`src/hw/rtl/x64_unwind_code_walker_defines.svh`:
```
// Assertion macros used by the unwind code walker RTL.
// Included by uwc_exec, the file that carries concurrent checks; no other dependencies.
`ifndef X64_UNWIND_CODE_WALKER_DEFINES_SVH
`define X64_UNWIND_CODE_WALKER_DEFINES_SVH
`ifndef NO_ASSERTIONS
// Same-cycle implication, clocked on clock and disabled in reset.
`define UWC_ASSERT_SAME(label, pre, post, msg) \
   label: assert property (@(posedge clock) disable iff (reset) (pre) |-> (post)) \
      else $error(msg);
// Next-cycle implication, clocked on clock and disabled in reset.
`define UWC_ASSERT_NEXT(label, pre, post, msg) \
   label: assert property (@(posedge clock) disable iff (reset) (pre) |=> (post)) \
      else $error(msg);
`else
`define UWC_ASSERT_SAME(label, pre, post, msg)
`define UWC_ASSERT_NEXT(label, pre, post, msg)
`endif
`endif

```
`src/hw/rtl/uwc_pkg.sv`:
```
// Types, codes and helpers for the x64 unwind code walker.
// Has no dependencies; every other RTL file but the assertion macro header refers to it by scoped names.
package uwc_pkg;

   localparam int unsigned ADDR_W = 64;
   localparam int unsigned SLOT_W = 16;

   // Opcode of an input beat.
   typedef enum logic [1:0] {
      OPC_BEGIN  = 2'd0,
      OPC_SLOT   = 2'd1,
      OPC_REPLY  = 2'd2,
      OPC_FINISH = 2'd3
   } opcode_type;

   // Kind of a result beat.
   typedef enum logic [1:0] {
      KIND_RESTORE = 2'd0,
      KIND_LOAD_SP = 2'd1,
      KIND_FINAL   = 2'd2
   } kind_type;

   // What an outstanding memory reply will overwrite.
   typedef enum logic [1:0] {
      WAIT_NONE = 2'd0,
      WAIT_FP   = 2'd1,
      WAIT_SP   = 2'd2
   } wait_type;

   // Unwind operation codes in bits 11:8 of the first slot.
   localparam logic [3:0] UOP_PUSH          = 4'd0;
   localparam logic [3:0] UOP_ALLOC_LARGE   = 4'd1;
   localparam logic [3:0] UOP_ALLOC_SMALL   = 4'd2;
   localparam logic [3:0] UOP_SET_FRAME     = 4'd3;
   localparam logic [3:0] UOP_SAVE          = 4'd4;
   localparam logic [3:0] UOP_SAVE_FAR      = 4'd5;
   localparam logic [3:0] UOP_XMM_SAVE      = 4'd8;
   localparam logic [3:0] UOP_XMM_SAVE_FAR  = 4'd9;
   localparam logic [3:0] UOP_MACHINE_FRAME = 4'd10;

   // Registers 3, 5-7 and 12-15 can be restored.
   localparam logic [15:0] RESTORABLE_MASK = 16'hF0E8;
   localparam logic [3:0]  REG_FRAME       = 4'd5;

   // Payload of one input beat.
   typedef struct packed {
      opcode_type        opcode;
      logic [ADDR_W-1:0] stack_pointer;
      logic [ADDR_W-1:0] frame_pointer;
      logic [ADDR_W-1:0] code_pc;
      logic [ADDR_W-1:0] function_start;
      logic [7:0]        prologue_size;
      logic [3:0]        frame_offset;
      logic [SLOT_W-1:0] slot;
      logic [ADDR_W-1:0] memory_word;
   } req_beat_type;

   // Input register contents handed to the execute logic.
   typedef struct packed {
      logic         valid;
      req_beat_type beat;
   } stage_type;

   // One result beat, with its valid flag.
   typedef struct packed {
      logic              valid;
      kind_type          kind;
      logic [3:0]        register_number;
      logic [ADDR_W-1:0] address;
      logic [ADDR_W-1:0] final_stack;
   } rsp_beat_type;

   // True when the register can be restored from the stack.
   function automatic logic restorable(input logic [3:0] reg_num);
      return RESTORABLE_MASK[reg_num];
   endfunction

endpackage

```
`src/hw/rtl/uwc_if.sv`:
```
// Valid/ready channel interfaces for the unwind code walker.
// Depends on uwc_pkg for field widths.
interface uwc_req_if;
   logic                        valid;
   logic                        ready;
   logic [1:0]                  opcode;
   logic [uwc_pkg::ADDR_W-1:0]  stack_pointer;
   logic [uwc_pkg::ADDR_W-1:0]  frame_pointer;
   logic [uwc_pkg::ADDR_W-1:0]  code_pc;
   logic [uwc_pkg::ADDR_W-1:0]  function_start;
   logic [7:0]                  prologue_size;
   logic [3:0]                  frame_offset;
   logic [uwc_pkg::SLOT_W-1:0]  slot;
   logic [uwc_pkg::ADDR_W-1:0]  memory_word;

   modport source (
      output valid, opcode, stack_pointer, frame_pointer, code_pc, function_start,
             prologue_size, frame_offset, slot, memory_word,
      input  ready
   );
   modport sink (
      input  valid, opcode, stack_pointer, frame_pointer, code_pc, function_start,
             prologue_size, frame_offset, slot, memory_word,
      output ready
   );
endinterface

interface uwc_rsp_if;
   logic                        valid;
   logic                        ready;
   logic [1:0]                  kind;
   logic [3:0]                  register_number;
   logic [uwc_pkg::ADDR_W-1:0]  address;
   logic [uwc_pkg::ADDR_W-1:0]  final_stack;

   modport source (
      output valid, kind, register_number, address, final_stack,
      input  ready
   );
   modport sink (
      input  valid, kind, register_number, address, final_stack,
      output ready
   );
endinterface

```
`src/hw/rtl/uwc_in_stage.sv`:
```
// Input register of the unwind code walker: captures one request beat.
// Depends on uwc_pkg.
module uwc_in_stage (
   input  logic                  clock,
   input  logic                  reset,
   input  logic                  in_valid,
   input  uwc_pkg::req_beat_type in_beat,
   output logic                  in_ready,
   input  logic                  advance,
   output uwc_pkg::stage_type    stage
);

   logic                  valid_ff, valid_in;
   uwc_pkg::req_beat_type beat_ff;

   // The register takes a beat when empty or when its beat moves on this cycle.
   assign in_ready = !valid_ff || advance;

   always_comb begin
      valid_in = valid_ff;
      if (in_ready) begin
         valid_in = in_valid;
      end
   end

   always_ff @(posedge clock) begin
      if (reset) begin
         valid_ff <= 1'b0;
      end else begin
         valid_ff <= valid_in;
      end
   end

   // Payload needs no reset.
   always_ff @(posedge clock) begin
      if (in_ready && in_valid) begin
         beat_ff <= in_beat;
      end
   end

   assign stage.valid = valid_ff;
   assign stage.beat  = beat_ff;

endmodule

```
`src/hw/rtl/uwc_exec.sv`:
```
// Execute logic of the unwind code walker: walker state and combinational decode.
// Depends on uwc_pkg and the assertion macros in x64_unwind_code_walker_defines.svh.
`include "x64_unwind_code_walker_defines.svh"

module uwc_exec (
   input  logic                  clock,
   input  logic                  reset,
   input  uwc_pkg::stage_type    stage,
   input  logic                  fire,
   output uwc_pkg::rsp_beat_type result
);

   logic [63:0]       sp_ff, sp_in;
   logic [63:0]       fp_ff, fp_in;
   logic [63:0]       co_ff, co_in;
   logic [7:0]        pl_ff, pl_in;
   logic [3:0]        scale_ff, scale_in;
   logic [1:0]        pend_ff, pend_in;
   logic [3:0]        pop_ff, pop_in;
   logic [3:0]        pinfo_ff, pinfo_in;
   logic              pact_ff, pact_in;
   logic [15:0]       extra_ff, extra_in;
   uwc_pkg::wait_type wait_ff, wait_in;

   logic [15:0] slot;
   logic [7:0]  offs;
   logic [3:0]  uop;
   logic [3:0]  info;
   logic        in_prologue;
   logic        active;
   logic [1:0]  extra_cnt;
   logic [63:0] sp_plus8;
   logic [63:0] sp_plus_small;
   logic [63:0] sp_plus_scaled;
   logic [63:0] sp_plus_wide;
   logic [63:0] sp_mf;
   logic [63:0] sp_mf_addr;
   logic [63:0] fp_minus;
   logic [63:0] ctrl_offset;
   logic        rst_req;
   logic [3:0]  rst_reg;
   logic [63:0] rst_addr;
   uwc_pkg::rsp_beat_type res;

   // Slot fields and the skip test against the prologue.
   assign slot        = stage.beat.slot;
   assign offs        = slot[7:0];
   assign uop         = slot[11:8];
   assign info        = slot[15:12];
   assign in_prologue = co_ff < {56'd0, pl_ff};
   assign active      = !(in_prologue && ({56'd0, offs} > co_ff));

   // Number of extra slots the code owns.
   always_comb begin
      case (uop)
         uwc_pkg::UOP_ALLOC_LARGE:  extra_cnt = (info == 4'd0) ? 2'd1 : 2'd2;
         uwc_pkg::UOP_SAVE:         extra_cnt = 2'd1;
         uwc_pkg::UOP_XMM_SAVE:     extra_cnt = 2'd1;
         uwc_pkg::UOP_SAVE_FAR:     extra_cnt = 2'd2;
         uwc_pkg::UOP_XMM_SAVE_FAR: extra_cnt = 2'd2;
         default:                   extra_cnt = 2'd0;
      endcase
   end

   // Candidate addresses, each a single add or subtract in parallel, and the clamped code offset.
   assign sp_plus8       = sp_ff + 64'd8;
   assign sp_plus_small  = sp_ff + {56'd0, ({1'b0, info} + 5'd1), 3'b000};
   assign sp_plus_scaled = sp_ff + {45'd0, slot, 3'b000};
   assign sp_plus_wide   = sp_ff + {32'd0, slot, extra_ff};
   assign sp_mf          = sp_ff + ((info != 4'd0) ? 64'd8 : 64'd0);
   assign sp_mf_addr     = sp_ff + ((info != 4'd0) ? 64'd32 : 64'd24);
   assign fp_minus       = fp_ff - {56'd0, scale_ff, 4'b0000};
   assign ctrl_offset    = (stage.beat.code_pc >= stage.beat.function_start) ?
                           (stage.beat.code_pc - stage.beat.function_start) : 64'd0;

   // Next state and result for the beat in the input register.
   always_comb begin
      sp_in    = sp_ff;
      fp_in    = fp_ff;
      co_in    = co_ff;
      pl_in    = pl_ff;
      scale_in = scale_ff;
      pend_in  = pend_ff;
      pop_in   = pop_ff;
      pinfo_in = pinfo_ff;
      pact_in  = pact_ff;
      extra_in = extra_ff;
      wait_in  = wait_ff;
      res      = '0;
      rst_req  = 1'b0;
      rst_reg  = info;
      rst_addr = sp_ff;
      if (fire) begin
         case (stage.beat.opcode)
            uwc_pkg::OPC_BEGIN: begin
               sp_in    = stage.beat.stack_pointer;
               fp_in    = stage.beat.frame_pointer;
               co_in    = ctrl_offset;
               pl_in    = stage.beat.prologue_size;
               scale_in = stage.beat.frame_offset;
               pend_in  = 2'd0;
               pop_in   = 4'd0;
               pinfo_in = 4'd0;
               pact_in  = 1'b0;
               extra_in = 16'd0;
               wait_in  = uwc_pkg::WAIT_NONE;
            end
            uwc_pkg::OPC_REPLY: begin
               case (wait_ff)
                  uwc_pkg::WAIT_FP: fp_in = stage.beat.memory_word;
                  uwc_pkg::WAIT_SP: sp_in = stage.beat.memory_word;
                  default: ;
               endcase
               wait_in = uwc_pkg::WAIT_NONE;
            end
            uwc_pkg::OPC_FINISH: begin
               if (wait_ff == uwc_pkg::WAIT_NONE) begin
                  pend_in           = 2'd0;
                  pact_in           = 1'b0;
                  res.valid         = 1'b1;
                  res.kind          = uwc_pkg::KIND_FINAL;
                  res.address       = sp_ff;
                  res.final_stack   = sp_plus8;
                  sp_in             = sp_plus8;
               end
            end
            uwc_pkg::OPC_SLOT: begin
               if (wait_ff == uwc_pkg::WAIT_NONE) begin
                  if (pend_ff == 2'd2) begin
                     // Low half of a 32-bit operand.
                     extra_in = slot;
                     pend_in  = 2'd1;
                  end else if (pend_ff != 2'd0) begin
                     // Last slot of a multi-slot code.
                     pend_in = 2'd0;
                     if (pact_ff) begin
                        case (pop_ff)
                           uwc_pkg::UOP_ALLOC_LARGE: begin
                              sp_in = (pinfo_ff == 4'd0) ? sp_plus_scaled : sp_plus_wide;
                           end
                           uwc_pkg::UOP_SAVE: begin
                              rst_req  = 1'b1;
                              rst_reg  = pinfo_ff;
                              rst_addr = sp_plus_scaled;
                           end
                           uwc_pkg::UOP_SAVE_FAR: begin
                              rst_req  = 1'b1;
                              rst_reg  = pinfo_ff;
                              rst_addr = sp_plus_wide;
                           end
                           default: ;
                        endcase
                     end
                  end else if (extra_cnt != 2'd0) begin
                     // First slot of a multi-slot code.
                     pend_in  = extra_cnt;
                     pop_in   = uop;
                     pinfo_in = info;
                     pact_in  = active;
                     extra_in = 16'd0;
                  end else if (active) begin
                     case (uop)
                        uwc_pkg::UOP_PUSH: begin
                           rst_req  = 1'b1;
                           rst_addr = sp_ff;
                           sp_in    = sp_plus8;
                        end
                        uwc_pkg::UOP_ALLOC_SMALL: sp_in = sp_plus_small;
                        uwc_pkg::UOP_SET_FRAME:   sp_in = fp_minus;
                        uwc_pkg::UOP_MACHINE_FRAME: begin
                           sp_in       = sp_mf;
                           wait_in     = uwc_pkg::WAIT_SP;
                           res.valid   = 1'b1;
                           res.kind    = uwc_pkg::KIND_LOAD_SP;
                           res.address = sp_mf_addr;
                        end
                        default: ;
                     endcase
                  end
               end
            end
            default: ;
         endcase
         // Register restore; the frame register then waits for its value.
         if (rst_req && uwc_pkg::restorable(rst_reg)) begin
            res.valid           = 1'b1;
            res.kind            = uwc_pkg::KIND_RESTORE;
            res.register_number = rst_reg;
            res.address         = rst_addr;
            if (rst_reg == uwc_pkg::REG_FRAME) begin
               wait_in = uwc_pkg::WAIT_FP;
            end
         end
      end
   end

   always_ff @(posedge clock) begin
      if (reset) begin
         sp_ff    <= 64'd0;
         fp_ff    <= 64'd0;
         co_ff    <= 64'd0;
         pl_ff    <= 8'd0;
         scale_ff <= 4'd0;
         pend_ff  <= 2'd0;
         pop_ff   <= 4'd0;
         pinfo_ff <= 4'd0;
         pact_ff  <= 1'b0;
         extra_ff <= 16'd0;
         wait_ff  <= uwc_pkg::WAIT_NONE;
      end else begin
         sp_ff    <= sp_in;
         fp_ff    <= fp_in;
         co_ff    <= co_in;
         pl_ff    <= pl_in;
         scale_ff <= scale_in;
         pend_ff  <= pend_in;
         pop_ff   <= pop_in;
         pinfo_ff <= pinfo_in;
         pact_ff  <= pact_in;
         extra_ff <= extra_in;
         wait_ff  <= wait_in;
      end
   end

   assign result = res;

   // A machine-frame request leaves the walker waiting for the new stack pointer.
   `UWC_ASSERT_NEXT(a_load_sp_waits, fire && res.valid && (res.kind == uwc_pkg::KIND_LOAD_SP), wait_ff == uwc_pkg::WAIT_SP, "load request did not arm the wait")
   // A code never owes more than two extra slots.
   `UWC_ASSERT_SAME(a_pending_range, 1'b1, pend_ff != 2'd3, "pending slot count out of range")
   // Nothing is produced while a memory reply is outstanding.
   `UWC_ASSERT_SAME(a_quiet_when_waiting, fire && (wait_ff != uwc_pkg::WAIT_NONE), !res.valid, "result produced while waiting")
   // A begin beat clears every pending code and wait.
   `UWC_ASSERT_NEXT(a_begin_clears, fire && (stage.beat.opcode == uwc_pkg::OPC_BEGIN), (wait_ff == uwc_pkg::WAIT_NONE) && (pend_ff == 2'd0), "begin left state behind")

endmodule

```
`src/hw/rtl/uwc_out_stage.sv`:
```
// Result register of the unwind code walker: holds one response beat.
// Depends on uwc_pkg.
module uwc_out_stage (
   input  logic                  clock,
   input  logic                  reset,
   input  logic                  fire,
   input  uwc_pkg::rsp_beat_type result,
   input  logic                  out_ready,
   output logic                  out_valid,
   output uwc_pkg::rsp_beat_type out_beat,
   output logic                  free
);

   logic                  valid_ff, valid_in;
   uwc_pkg::rsp_beat_type beat_ff;

   // The register can load when empty or when its beat is taken this cycle.
   assign free = !valid_ff || out_ready;

   always_comb begin
      valid_in = valid_ff;
      if (fire) begin
         valid_in = result.valid;
      end else if (out_ready) begin
         valid_in = 1'b0;
      end
   end

   always_ff @(posedge clock) begin
      if (reset) begin
         valid_ff <= 1'b0;
      end else begin
         valid_ff <= valid_in;
      end
   end

   // Payload needs no reset.
   always_ff @(posedge clock) begin
      if (fire && result.valid) begin
         beat_ff <= result;
      end
   end

   assign out_valid = valid_ff;
   assign out_beat  = beat_ff;

endmodule

```
`src/hw/rtl/x64_unwind_code_walker.sv`:
```
// Top level of the x64 unwind code walker.
// Depends on uwc_pkg, uwc_if, uwc_in_stage, uwc_exec and uwc_out_stage.
//
// The walker takes one request beat per clock while responses are taken, and gives at most
// one response beat for it. A beat passes an input register, then combinational decode and
// state update, and lands in a result register, from which the response is presented.
// Throughput is one beat per cycle, set by the update of the stack pointer, frame pointer
// and pending-code state at each beat; a stalled response stalls the input only when both
// registers hold beats. Memory replies are ordinary request beats.
module x64_unwind_code_walker (
   input logic       clock,
   input logic       reset,
   uwc_req_if.sink   req_bus,
   uwc_rsp_if.source rsp_bus
);

   uwc_pkg::req_beat_type req_beat;
   uwc_pkg::stage_type    stage;
   uwc_pkg::rsp_beat_type result;
   uwc_pkg::rsp_beat_type rsp_beat;
   logic                  out_free;
   logic                  fire;

   // Gather the request fields into one beat.
   assign req_beat.opcode         = uwc_pkg::opcode_type'(req_bus.opcode);
   assign req_beat.stack_pointer  = req_bus.stack_pointer;
   assign req_beat.frame_pointer  = req_bus.frame_pointer;
   assign req_beat.code_pc        = req_bus.code_pc;
   assign req_beat.function_start = req_bus.function_start;
   assign req_beat.prologue_size  = req_bus.prologue_size;
   assign req_beat.frame_offset   = req_bus.frame_offset;
   assign req_beat.slot           = req_bus.slot;
   assign req_beat.memory_word    = req_bus.memory_word;

   // The held beat executes once the result register can take its outcome.
   assign fire = stage.valid && out_free;

   uwc_in_stage u_in_stage (
      .clock    (clock),
      .reset    (reset),
      .in_valid (req_bus.valid),
      .in_beat  (req_beat),
      .in_ready (req_bus.ready),
      .advance  (fire),
      .stage    (stage)
   );

   uwc_exec u_exec (
      .clock  (clock),
      .reset  (reset),
      .stage  (stage),
      .fire   (fire),
      .result (result)
   );

   uwc_out_stage u_out_stage (
      .clock     (clock),
      .reset     (reset),
      .fire      (fire),
      .result    (result),
      .out_ready (rsp_bus.ready),
      .out_valid (rsp_bus.valid),
      .out_beat  (rsp_beat),
      .free      (out_free)
   );

   // Drive the response fields.
   assign rsp_bus.kind            = rsp_beat.kind;
   assign rsp_bus.register_number = rsp_beat.register_number;
   assign rsp_bus.address         = rsp_beat.address;
   assign rsp_bus.final_stack     = rsp_beat.final_stack;

endmodule
```
`src/flat_wrapper.sv`:
```
// flat-port wrapper written by rule: the top's interface ports become plain ports
module x64_unwind_code_walker_flat 
  (clock, reset, req_bus_valid, req_bus_opcode, req_bus_stack_pointer, req_bus_frame_pointer, req_bus_code_pc, req_bus_function_start, req_bus_prologue_size, req_bus_frame_offset, req_bus_slot, req_bus_memory_word, req_bus_ready, rsp_bus_valid, rsp_bus_kind, rsp_bus_register_number, rsp_bus_address, rsp_bus_final_stack, rsp_bus_ready);
  uwc_req_if req_bus_i ();
  uwc_rsp_if rsp_bus_i ();
  input logic clock;
  input logic reset;
  input wire logic [$bits(req_bus_i.valid)-1:0] req_bus_valid;
  input wire logic [$bits(req_bus_i.opcode)-1:0] req_bus_opcode;
  input wire logic [$bits(req_bus_i.stack_pointer)-1:0] req_bus_stack_pointer;
  input wire logic [$bits(req_bus_i.frame_pointer)-1:0] req_bus_frame_pointer;
  input wire logic [$bits(req_bus_i.code_pc)-1:0] req_bus_code_pc;
  input wire logic [$bits(req_bus_i.function_start)-1:0] req_bus_function_start;
  input wire logic [$bits(req_bus_i.prologue_size)-1:0] req_bus_prologue_size;
  input wire logic [$bits(req_bus_i.frame_offset)-1:0] req_bus_frame_offset;
  input wire logic [$bits(req_bus_i.slot)-1:0] req_bus_slot;
  input wire logic [$bits(req_bus_i.memory_word)-1:0] req_bus_memory_word;
  output wire logic [$bits(req_bus_i.ready)-1:0] req_bus_ready;
  output wire logic [$bits(rsp_bus_i.valid)-1:0] rsp_bus_valid;
  output wire logic [$bits(rsp_bus_i.kind)-1:0] rsp_bus_kind;
  output wire logic [$bits(rsp_bus_i.register_number)-1:0] rsp_bus_register_number;
  output wire logic [$bits(rsp_bus_i.address)-1:0] rsp_bus_address;
  output wire logic [$bits(rsp_bus_i.final_stack)-1:0] rsp_bus_final_stack;
  input wire logic [$bits(rsp_bus_i.ready)-1:0] rsp_bus_ready;
  assign req_bus_i.valid = req_bus_valid;
  assign req_bus_i.opcode = req_bus_opcode;
  assign req_bus_i.stack_pointer = req_bus_stack_pointer;
  assign req_bus_i.frame_pointer = req_bus_frame_pointer;
  assign req_bus_i.code_pc = req_bus_code_pc;
  assign req_bus_i.function_start = req_bus_function_start;
  assign req_bus_i.prologue_size = req_bus_prologue_size;
  assign req_bus_i.frame_offset = req_bus_frame_offset;
  assign req_bus_i.slot = req_bus_slot;
  assign req_bus_i.memory_word = req_bus_memory_word;
  assign req_bus_ready = req_bus_i.ready;
  assign rsp_bus_valid = rsp_bus_i.valid;
  assign rsp_bus_kind = rsp_bus_i.kind;
  assign rsp_bus_register_number = rsp_bus_i.register_number;
  assign rsp_bus_address = rsp_bus_i.address;
  assign rsp_bus_final_stack = rsp_bus_i.final_stack;
  assign rsp_bus_i.ready = rsp_bus_ready;
  x64_unwind_code_walker u_core (.clock(clock), .reset(reset), .req_bus(req_bus_i), .rsp_bus(rsp_bus_i));
endmodule
```
`config.mk`:
```
export PLATFORM = sky130hd
export DESIGN_NAME = x64_unwind_code_walker_flat
export DESIGN_NICKNAME = d
export VERILOG_FILES = /design/src/hw/rtl/uwc_pkg.sv /design/src/hw/rtl/uwc_if.sv /design/src/hw/rtl/uwc_in_stage.sv /design/src/hw/rtl/uwc_exec.sv /design/src/hw/rtl/uwc_out_stage.sv /design/src/hw/rtl/x64_unwind_code_walker.sv /design/src/flat_wrapper.sv
export VERILOG_INCLUDE_DIRS = /design/src /design/src/hw/rtl
export SDC_FILE = /design/constraint.sdc
export NUM_CORES = 2
export LEC_CHECK = 0
export BUFFER_PORTS_ARGS = -buffer_cell sky130_fd_sc_hd__buf_2
export CAP_MARGIN = 40
export CORE_MARGIN = 5
export CORE_UTILIZATION = 50
export DETAILED_ROUTE_END_ITERATION = 7
export PLACE_DENSITY = 0.7
export SYNTH_ARGS = -nofsm -noshare
export SYNTH_HDL_FRONTEND = slang
export SYNTH_SLANG_ARGS = --single-unit
```
`constraint.sdc`:
```
create_clock -name clock -period 11.4 [get_ports clock]
set_clock_uncertainty 0.05 [all_clocks]
set_input_delay 0.57 -clock clock [delete_from_list [all_inputs] [get_ports clock]]
set_output_delay 0.57 -clock clock [all_outputs]
set_load 0.01 [all_outputs]
```
==> results.txt <==
* Most frequent cells in the layout: sky130_fd_sc_hd__nand2_1 (521), sky130_fd_sc_hd__buf_2 (497), sky130_fd_sc_hd__edfxtp_1 (484), sky130_fd_sc_hd__nor2_1 (457), sky130_fd_sc_hd__o21ai_0 (367)
* Ratio of cells with drive above 1 in the final layout: 15.5%
- Hold is met by 0.0143 ns.
* Layer with the highest usage: met2
* Fin. Hold Viols: 0
* Data arrival time of the worst path: 5.55 ns
- The die covers 92300 sq um.
- Via count of the first global-routing pass: 40.6k
- Traced cell by cell, the critical path runs through inv_1, ha_1, nor3b_1, mux2i_1, ha_1, inv_1, fa_1, nor2b_1, o21a_1, o21a_1, o2111ai_1, o22ai_1, a22o_1, o21ai_0, o311ai_1, a22o_1.
- In this run the worst setup path begins at u_core.u_in_stage.stage[76].
* Share of synthesized area occupied by flip-flops and latches: 44.6%
- Post-route minimum period: 5.01 ns
- Count of input and output buffers: 489
- The Yosys step of the flow raised 0 warnings.
- Setup repair after global routing left no endpoint under its margin.
* GRT Residual Overflow: 0
- Net switching is 29.0% of the power.
- Switching power total: 1.94 mW
- Yosys mapped a number of flops with a built-in enable equal to 484.
- Maximum count of clock buffers along a single path: 3
- Core Area: 85400 sq um
- Global routing consumed, on the met2 layer, 60.4% of the routing resources.
- Fin. max-slew vios: 0
- Final GP Congestion: 1.10
- Synthesis produced a netlist whose cell count is 4783.
* Cell row count: 107
* Number of routed nets with antenna violations: 0
- In the final design database the tool counted 5762 nets.
- Data on the critical path is required at its endpoint by 11.95 ns.
- Of all nets on the critical path, the largest fanout is 11.
* Clk Tree Root Cell: sky130_fd_sc_hd__clkbuf_16
* Global router's overall resource usage: 40.6%
- Number of flip-flops and latches in the synthesized netlist: 719
- Summed over all failing endpoints, the final setup total negative slack is 0 ns.
- Distinct cells, synth: 107
- The flow ran to the end, but the final reports show violations.
- After synthesis, the share of flip-flops with an asynchronous set or reset is 0%.
- In the routed design, unresolved DRC markers number 6.
- The internal power of the cells totals 4.73 mW.
- Final Power: 6.67 mW
- Leaving out fill and tap cells, the most frequent cell in the layout is sky130_fd_sc_hd__nand2_1.
* Launching element type of the critical path: flop
- Area of all placed cells without fillers: 51000 sq um
- Critical path's slowest cell: sky130_fd_sc_hd__o2111ai_1
- Together, buffers and inverters on the worst path number 2.
- Counting every net in the synthesized netlist gives 5285.
* Final-report setup violation count: 0
* Die Y-Extent: 304 microns
* Max-Cap Viols: 0
* Number of clock sinks: 719
- Worst hold path type: in -> reg
- Cell Area, Placed: 46600 sq um
- Largest vdd supply drop: 0.148 mV
- Cell accounting for the most synthesized area: sky130_fd_sc_hd__edfxtp_1
* H-tree depth: 3
- For this block, the routed nets add up to 197 mm of wire.
- In this run the static leakage power is 18.4 nW.
- After the first detailed-routing iteration, the DRC count stood at 6712.
* Number of buffers added by the clock tree synthesis step: 80
* Violations in the final reports: design-rule violations
- The clock network accounts for 40.3% of the total power.
- Of the total power, registers draw 45.1%.
* Mean post-synth cell area: 9.02 sq um
- Headroom to the max-slew limit came out at 20.7%.
- The cell area that synthesis handed to floorplanning was 43100 sq um.
- Power per unit of standard cell area: 131 nW/um^2
* Worst Max-Slew Pin Slew: 1.19 ns
- Measured along the x axis, the die boundary spans 304 microns.
* Total vias in the final route: 43.2k
* Number of iterations in the first detailed-routing pass: 8
* Crit end category: flop
- Achievable frequency: 0.200 GHz
- The first global-routing pass estimated 282 mm of wire.
- In this run the critical register-to-register path is launched from u_core.u_in_stage.stage[76].
* DR vias/cell: 6.66
* Fin crit share: 43.9%
- Post-CTS timing repair inserted 0 buffers for setup.
- In the final routed layout, each cell accounts on average for 30.4 microns.
- I/O Pins: 490
- Highest cell delay on the worst timing path: 0.79 ns
* Growth of design area from synthesis to finish: 18.1%
* Met1 track demand over resource in global routing: 53.9%
* Combinational cell fraction of total power: 14.6%
- For this run, global-route usage on met3 was measured as 14.3%.
* Share of the synthesized area in the top cell type: 33.7%
* Hold path startpoint: req_bus_memory_word[35]
- Once the floorplan was initialized, standard cells occupied 50.5% of the core.
- Worst setup slack before clock tree synthesis: 6.61 ns
- Cell family with most CP delay: compound AO/OA/AOI/OAI gates
- TritonCTS built the clock tree.
* Antenna violations before repair: 20
- For this run, the leading register cell type out of synthesis is sky130_fd_sc_hd__edfxtp_1.
- Yosys attributes the largest share of cell area to sky130_fd_sc_hd__edfxtp_1 (34%), sky130_fd_sc_hd__dfxtp_1 (11%), sky130_fd_sc_hd__nand2_1 (4.6%), sky130_fd_sc_hd__o21ai_0 (4.3%), sky130_fd_sc_hd__ha_1 (4.1%).
- Clock transition at the registers of the reported paths: 0.07 ns
* Post-route setup slack: 6.39 ns
- Entering global routing, the biggest net connects 159 pins.
- Clock latency at the later pin of the worst-skew pair: 0.70 ns
- Kind of critical path: reg -> reg
- The HPWL after detailed placement is 146 mm.
[logic make-up (layout without fill, tap and decap cells)]
logic type	count (synthesis)	count (layout)	synth area share, %
AND/OR/NAND/NOR	1637	1637	17.8
XOR/XNOR	290	290	5.89
adder cells (fa/ha/maj)	149	149	4.42
buffers and inverters	509	1053	4.63
other	0	8	0
flip-flops	719	719	44.6
multiplexers	26	26	0.612
AO/OA/AOI/OAI	1453	1453	22.1
[synth_stat cells, types with 120 or more instances]
cell                       instances
sky130_fd_sc_hd__nand2_1         527
sky130_fd_sc_hd__edfxtp_1        484
sky130_fd_sc_hd__nor2_1          467
sky130_fd_sc_hd__o21ai_0         367
sky130_fd_sc_hd__a21oi_1         328
sky130_fd_sc_hd__clkbuf_1        281
sky130_fd_sc_hd__dfxtp_1         235
sky130_fd_sc_hd__xnor2_1         179
sky130_fd_sc_hd__inv_1           147
sky130_fd_sc_hd__ha_1            142
sky130_fd_sc_hd__nand3_1         121
sky130_fd_sc_hd__nor3_1          120
[routing by layer]
layer  vias up  share of wire, %
met5         -             0.050
met4        14               5.9
met3       651                14
met2      3287                42
met1     20500                38
li1      18700                 -
[power groups by stage]
stage / sequential [mW] / combinational [mW] / clock (mW)
4_1_cts: 3.00 / 0.941 / 2.70
6_report: 3.01 / 0.976 / 2.69
3_5_place_dp: 3.05 / 0.891 / 0
2_1_floorplan: 3.01 / 0.553 / 0
5_1_grt: 3.01 / 1.03 / 2.81
3_3_place_gp: 3.05 / 0.887 / 0
[sequential cells by signal, summed over array words and instances (netlist names), 4 cells and up]
name,flops
u_core.u_in_stage.stage,350
u_core.u_out_stage.out_beat,134
u_core.u_exec.co_ff,64
u_core.u_exec.fp_ff,64
u_core.u_exec.sp_ff,64
u_core.u_exec.extra_ff,16
u_core.u_exec.pl_ff,8
u_core.u_exec.pinfo_ff,4
u_core.u_exec.pop_ff,4
u_core.u_exec.scale_ff,4
[final cells by class]
cell class	count	area [sq um]
repair buffers	756	4960
flip-flops and latches	719	19200
fillers	7509	34500
diodes	8	20.0
inverters	148	561
clock buffers	95	2140
well taps	1144	1430
clock inverters	54	558
multi-input cells	3555	22000
[worst paths after layout]
path                                               endpoint  cells past startpoint  slack, ns
worst max-delay path                u_core.u_exec.sp_ff[39]                     16       6.39
worst min-delay path            u_core.u_in_stage.stage[35]                      1       0.01
worst max register to register      u_core.u_exec.sp_ff[39]                     16       6.39
worst min register to register    u_core.u_exec.extra_ff[7]                      2       0.41
[per-stage QoR]
stage                     utilization, %  std cells
final                               59.7       6479
after global routing                59.6       6473
after CTS                           59.6       6468
after detailed placement            54.6       6160
after global placement              54.3       6143
after floorplan                        -       4783
[repair_timing]
action,4_1_cts,5_1_grt
hold buffers,159,0
resized for setup,0,0
endpoints found under the hold margin,159,0
(Power assumes the default switching activity.)
